**config.mk**
```make
export PLATFORM = sky130hd
export DESIGN_NAME = gcd_lcm_by_prime_factors
export DESIGN_NICKNAME = d
export VERILOG_FILES = /design/src/rtl/gcdlcm_pkg.sv /design/src/rtl/gcdlcm_div.sv /design/src/rtl/gcd_lcm_by_prime_factors.sv
export SDC_FILE = /design/constraint.sdc
export NUM_CORES = 2
export LEC_CHECK = 0
export ABC_AREA = 1
export ABC_CLOCK_PERIOD_IN_PS = 18300
export BUFFER_PORTS_ARGS = -buffer_cell sky130_fd_sc_hd__buf_4
export CORE_UTILIZATION = 24
export CTS_BUF_LIST = sky130_fd_sc_hd__clkbuf_4
export DETAILED_ROUTE_END_ITERATION = 8
export HOLD_SLACK_MARGIN = 0.15
export PLACE_DENSITY = 0.41
export REMOVE_ABC_BUFFERS = 1
export SLEW_MARGIN = 20
export SYNTH_ARGS = -nofsm -noshare
export SYNTH_HDL_FRONTEND = slang
export SYNTH_HIERARCHICAL = 1
export SYNTH_SLANG_ARGS = --single-unit
```
**constraint.sdc**
```tcl
create_clock -name clk -period 18.3 [get_ports clk]
set_clock_uncertainty 0.05 [all_clocks]
set_input_delay 3.66 -clock clk [delete_from_list [all_inputs] [get_ports clk]]
set_output_delay 3.66 -clock clk [all_outputs]
set_load 0.05 [all_outputs]
```
**src/rtl/gcdlcm_pkg.sv**
```systemverilog
`default_nettype none
// ----------------------------------------------------------------------------
// gcdlcm_pkg
// shared types and constants of the gcd / lcm block
// ----------------------------------------------------------------------------
package gcdlcm_pkg;

  localparam int CNT_W         = 6;   // prime factor count width
  localparam int FIRST_DIVISOR = 2;   // trial division starts here
  localparam int OUT_G_W       = 32;
  localparam int OUT_M_W       = 64;

  typedef struct packed {
    logic busy;
    logic done;
  } div_stat_t;

endpackage
`default_nettype wire

```
**src/rtl/gcdlcm_div.sv**
```systemverilog
`default_nettype none
// ----------------------------------------------------------------------------
// gcdlcm_div
// restoring divider, one quotient bit per cycle, shared by the count, euclid and quotient phases
// ----------------------------------------------------------------------------
module gcdlcm_div
  import gcdlcm_pkg::*;
#(
  parameter int W = 32
) (
  input  wire logic         clk,
  input  wire logic         rst,
  input  wire logic         start,
  input  wire logic [W-1:0] dividend,
  input  wire logic [W-1:0] divisor,
  output logic      [W-1:0] quotient,
  output logic      [W-1:0] remainder,
  output div_stat_t         stat
);

  localparam int CW = $clog2(W + 1);

  logic [CW-1:0] count;
  logic [W-1:0]  dsr;
  logic [W:0]    rem_sh;
  logic [W:0]    rem_sub;
  logic          fits;

  assign rem_sh  = {remainder, quotient[W-1]};
  assign rem_sub = rem_sh - {1'b0, dsr};
  assign fits    = (rem_sh >= {1'b0, dsr});

  always_ff @(posedge clk) begin
    if (rst) begin
      stat  <= '0;
      count <= '0;
    end else begin
      // one-cycle pulse after the last quotient bit
      stat.done <= !start && stat.busy && (count == CW'(1));
      if (start) begin
        quotient  <= dividend;
        remainder <= '0;
        dsr       <= divisor;
        count     <= CW'(W);
        stat.busy <= 1'b1;
      end else if (stat.busy) begin
        if (fits) begin
          remainder <= rem_sub[W-1:0];
          quotient  <= {quotient[W-2:0], 1'b1};
        end else begin
          remainder <= rem_sh[W-1:0];
          quotient  <= {quotient[W-2:0], 1'b0};
        end
        count <= count - CW'(1);
        if (count == CW'(1)) begin
          stat.busy <= 1'b0;
        end
      end
    end
  end

`ifndef SYNTHESIS
  a_no_restart: assert property (@(posedge clk) disable iff (rst)
    stat.busy |-> !start) else $error("divider restarted while busy");
  a_done_after_busy: assert property (@(posedge clk) disable iff (rst)
    stat.done |-> $past(stat.busy)) else $error("done without a running division");
  a_nonzero_divisor: assert property (@(posedge clk) disable iff (rst)
    start |-> divisor != '0) else $error("division by zero requested");
`endif

endmodule
`default_nettype wire

```
**src/rtl/gcd_lcm_by_prime_factors.sv**
```systemverilog
`default_nettype none
// divides on the shared divider: one per trial divisor plus one per factor found in each
// operand (up to the square root of what remains), one per euclid step, and one
// for a / gcd
// one item at a time; the next beat is taken while a result waits on m_*
// synchronous reset clears the sequencer and output valid
// ----------------------------------------------------------------------------
// gcd_lcm_by_prime_factors
// factor counts by trial division, gcd and lcm through one shared divider
// ----------------------------------------------------------------------------
module gcd_lcm_by_prime_factors
  import gcdlcm_pkg::*;
#(
  parameter int OPERAND_WIDTH = 32
) (
  input  wire logic         clk,
  input  wire logic         rst,
  input  wire logic         s_tvalid,
  output logic              s_tready,
  input  wire logic [63:0]  s_tdata,   // first_number, second_number
  output logic              m_tvalid,
  input  wire logic         m_tready,
  output logic      [111:0] m_tdata,   // common_factor, common_multiple,
                                       // first_factor_count, second_factor_count
  output logic      [0:0]   m_tuser    // input_invalid
);

  localparam int W = OPERAND_WIDTH;

  localparam logic [2:0] ST_IDLE = 3'd0;
  localparam logic [2:0] ST_CNTA = 3'd1;
  localparam logic [2:0] ST_CNTB = 3'd2;
  localparam logic [2:0] ST_EUC  = 3'd3;
  localparam logic [2:0] ST_QUO  = 3'd4;
  localparam logic [2:0] ST_MUL  = 3'd5;
  localparam logic [2:0] ST_FIN  = 3'd6;

  logic [2:0]       state;
  logic [W-1:0]     a, b, v, d, x, y, g, q_ab;
  logic [CNT_W-1:0] cnt, cnt_a, cnt_b, cnt_fin;
  logic             entry, pend, inval;
  logic [2*W-1:0]   prod;

  logic [W-1:0]     out_g;
  logic [2*W-1:0]   out_m;
  logic [CNT_W-1:0] out_ca, out_cb;
  logic             out_inv;

  logic [W-1:0]     fa, fb, div_n, div_d, quo, rem;
  logic             div_start, div_phase;
  div_stat_t        div_stat;

  assign fa       = s_tdata[W-1:0];
  assign fb       = s_tdata[32+W-1:32];
  assign s_tready = (state == ST_IDLE);
  assign cnt_fin  = cnt + CNT_W'(v > W'(1));

  always_comb begin
    unique case (state)
      ST_EUC: begin
        div_n = x;
        div_d = y;
      end
      ST_QUO: begin
        div_n = a;
        div_d = g;
      end
      default: begin
        div_n = v;
        div_d = d;
      end
    endcase
  end

  assign div_phase = (state == ST_CNTA) || (state == ST_CNTB) ||
                     (state == ST_EUC) || (state == ST_QUO);
  assign div_start = div_phase && !pend;

  gcdlcm_div #(.W(W)) u_div (
    .clk       (clk),
    .rst       (rst),
    .start     (div_start),
    .dividend  (div_n),
    .divisor   (div_d),
    .quotient  (quo),
    .remainder (rem),
    .stat      (div_stat)
  );

  always_ff @(posedge clk) begin
    if (rst) begin
      state    <= ST_IDLE;
      pend     <= 1'b0;
      m_tvalid <= 1'b0;
    end else begin
      if (m_tvalid && m_tready && (state != ST_FIN)) begin
        m_tvalid <= 1'b0;
      end
      if (div_start) begin
        pend <= 1'b1;
      end
      unique case (state)
        ST_IDLE: begin
          if (s_tvalid) begin
            a <= fa;
            b <= fb;
            v <= fa;
            d <= W'(FIRST_DIVISOR);
            entry <= 1'b1;
            cnt <= '0;
            if (fa < W'(2) || fb < W'(2)) begin
              inval <= 1'b1;
              state <= ST_FIN;
            end else begin
              inval <= 1'b0;
              state <= ST_CNTA;
            end
          end
        end
        ST_CNTA, ST_CNTB: begin
          if (div_stat.done) begin
            pend <= 1'b0;
            // quotient below divisor on a fresh divisor means d*d > v
            if (entry && quo < d) begin
              if (state == ST_CNTA) begin
                cnt_a <= cnt_fin;
                v     <= b;
                d     <= W'(FIRST_DIVISOR);
                entry <= 1'b1;
                cnt   <= '0;
                state <= ST_CNTB;
              end else begin
                cnt_b <= cnt_fin;
                x     <= a;
                y     <= b;
                state <= ST_EUC;
              end
            end else if (rem == '0) begin
              v     <= quo;
              cnt   <= cnt + CNT_W'(1);
              entry <= 1'b0;
            end else begin
              d     <= d + W'(1);
              entry <= 1'b1;
            end
          end
        end
        ST_EUC: begin
          if (div_stat.done) begin
            pend <= 1'b0;
            x    <= y;
            y    <= rem;
            if (rem == '0) begin
              g     <= y;
              state <= ST_QUO;
            end
          end
        end
        ST_QUO: begin
          if (div_stat.done) begin
            pend  <= 1'b0;
            q_ab  <= quo;
            state <= ST_MUL;
          end
        end
        ST_MUL: begin
          prod  <= (2*W)'(q_ab) * (2*W)'(b);
          state <= ST_FIN;
        end
        ST_FIN: begin
          if (!m_tvalid || m_tready) begin
            out_inv  <= inval;
            out_g    <= inval ? '0 : g;
            out_m    <= inval ? '0 : prod;
            out_ca   <= inval ? '0 : cnt_a;
            out_cb   <= inval ? '0 : cnt_b;
            m_tvalid <= 1'b1;
            state    <= ST_IDLE;
          end
        end
        default: begin
          state <= ST_IDLE;
        end
      endcase
    end
  end

  assign m_tdata = {4'b0, out_cb, out_ca, OUT_M_W'(out_m), OUT_G_W'(out_g)};
  assign m_tuser = out_inv;

`ifndef SYNTHESIS
  a_invalid_zero: assert property (@(posedge clk) disable iff (rst)
    (m_tvalid && m_tuser[0]) |-> m_tdata == '0) else $error("invalid beat not zeroed");
  a_gcd_nonzero: assert property (@(posedge clk) disable iff (rst)
    (m_tvalid && !m_tuser[0]) |-> out_g != '0) else $error("zero common factor");
  a_done_pending: assert property (@(posedge clk) disable iff (rst)
    div_stat.done |-> pend) else $error("divider result with no request");
`endif

endmodule
`default_nettype wire

```
==> results.cfg <==
[sta]
slew_headroom_pct = 12.5
period_share_pct = 45.5
rsz0062_at_grt = false
hold_violations = 0
tns_ps = 0
clock.fmax_mhz = 120
worst_pin_slew_ps = 1310
slew_violations = 0
post-route-min-period_ps = 8330
finalSetupViolCount = 0

[min_path]
hold_depth = 0
hold_start = y[2]
whs_endpoint = g[2]
hold_class = register to register

[clock_network]
clock_latency_ps = 1220
cts_inserted_buffers = 158
cts.path.max_buffers = 3
cts_root_buf = clkbuf_4
h-tree-depth = 4
cts_tree = built
cts_resized = 0
path_clk_slew_ps = 70
clock-sinks = 558
postCtsHoldBufs = 0
cts_setup_buffers = 0

[worst_setup_path]
cp_top_family = adder cells
critPathLaunchType = register
reg2regPathDepth = 25
critPathKind = register to register
crit_top_cell = fa_1
critical-path-max-stage-delay_ps = 680
critPathBufInv = 8
rr_endpoint = prod[45]
rrSetupSlack_ps = 9970
path_max_fanout = 23
cp_data_arrival_time_ps = 9200
r2r_start = q_ab[16]
required_ps = 19180
end_kind = register
cp_slowest_cell = edfxtp_1

[final_layout]
drive_gt1_share_pct = 8.15
area_growth_pct = 11.7
fillers = 27700
nets = 8710
mostFrequentLayoutCell = inv_1
mostFrequentLayoutCells = inv_1, nand2_1, fa_1
final_util_pct = 27.0

[synthesis]
ys_seq_area_share_pct = 27.0
synth_warnings = 6
synth_top_cell_by_area = fa_1
syn_inst = 7287
syn_area_mm2 = 0.0616
synth.avg_cell_area_um2 = 8.46
synthFlopType = edfxtp_1
synth-async-reset-ratio_pct = 0
synth_edf_count = 545
yosysUniqueCellTypes = 55
synth_top_area_share_pct = 29.1
ys_ff_latch = 558
synth_area_leaders = fa_1, edfxtp_1, inv_1

[grt]
grt_first_pass_wirelength_mm = 344
grt_usage_pct = 18.1
antenna_found_initial = 17
grt_start_max_net_pins = 71
grt_overflow = 0
first_global_vias = 51100

[place]
hpwlAfterDp_mm = 172
io_buffers = 178
gp_congestion = 0.897

[drt]
routed_wl_mm = 231
drc = 0
dr.pass1.iters = 7
viasPerCell = 4.38
ant_nets = 0
num_vias = 47900
wl_per_cell_um = 21.1
drt_iter0_drc = 3343

[die]
core_mm2 = 0.255
die_w_um = 509
num_io_pins = 183
start_util_pct = 24.2
row_count = 185
dieHeight_um = 509
dieArea_mm2 = 0.259

[run]
drv_cap = 0

[run_status]
status = complete, no violations
[how the worst max path moves through the flow]
stage	from	cells past startpoint	end	slack, ps
after detailed placement	q_ab[16]	25	prod[47]	9970
after global placement	q_ab[16]	25	prod[49]	9880
after floorplan	rst	1	m_tuser	6340
final	q_ab[16]	25	prod[45]	9970
after global routing	q_ab[16]	27	prod[39]	9690
after CTS	q_ab[16]	25	prod[45]	9970
[Yosys cell counts (6+ instances only)]
master,number
xor2_1,64
nand3b_1,22
nand2_2,12
buf_6,7
nand2_1,1908
buf_4,11
nand3_1,105
inv_2,19
a21oi_1,172
ha_1,332
nor3b_1,8
nor4_1,36
nor3_1,30
a211oi_1,6
buf_2,23
dfxtp_1,13
nor3_2,7
xnor2_1,16
buf_1,13
nand4_1,35
nor2_1,408
edfxtp_1,545
o211ai_1,36
clkbuf_1,257
o21ai_0,119
o21ai_1,64
a21o_1,9
o21bai_1,15
o221ai_1,31
nor2_2,13
inv_1,1992
fa_1,897
[state kept, by name (all words and copies together), names as in the netlist, 32 cells and up]
name             count
u_div/quotient      32
v                   32
g                   32
out_m               64
out_g               32
u_div/remainder     32
q_ab                32
a                   32
x                   32
y                   32
d                   32
b                   32
u_div/dsr           32
prod                64
[final cells by class]
cell class              instances  area (um^2)  share of cell area [%]
well taps                    3366         4210                    6.12
flip-flops and latches        558        16600                    24.2
clock inverters                54          329                   0.478
multi-input cells            4405        36200                    52.7
repair buffers                274         2060                    2.99
diodes                         44          110                   0.160
inverters                    2016         7570                    11.0
clock buffers                 225         1690                    2.45
[logic make-up after synthesis]
| logic type | count (synthesis) | synth area share (%) |
|---|---|---|
| AND/OR/NAND/NOR | 2621 | 17.2 |
| buffers and inverters | 2327 | 14.4 |
| adder cells (fa/ha/maj) | 1229 | 35.9 |
| flip-flops | 558 | 27.0 |
| AO/OA/AOI/OAI | 471 | 4.39 |
| XOR/XNOR | 80 | 1.14 |
| other | 1 | 0.00609 |
[routing by layer]
layer / GRT usage [%] / up-vias / part of all wire (%)
li1: - / 21900 / -
met1: 23.7 / 24400 / 44
met2: 30.5 / 1337 / 47
met3: 1.90 / 275 / 4.4
met4: 7.37 / 2 / 4.2
met5: 0 / - / 0.0056
[through the flow]
stage               cells  setup WS [ps]  cell area [um^2]  hold slack [ps]
detailed placement  10600           9970             66700              382
finish              10900           9970             68800              395
CTS                 10900           9970             68700              395
floorplan            6979           6340             60300              377
global placement    10600           9880             66700              380
global route        10900           9690             68800              409
Power is left out: the tool's default activity adds up to more than one toggle a clock period on the data nets, which glitch-free logic cannot reach.
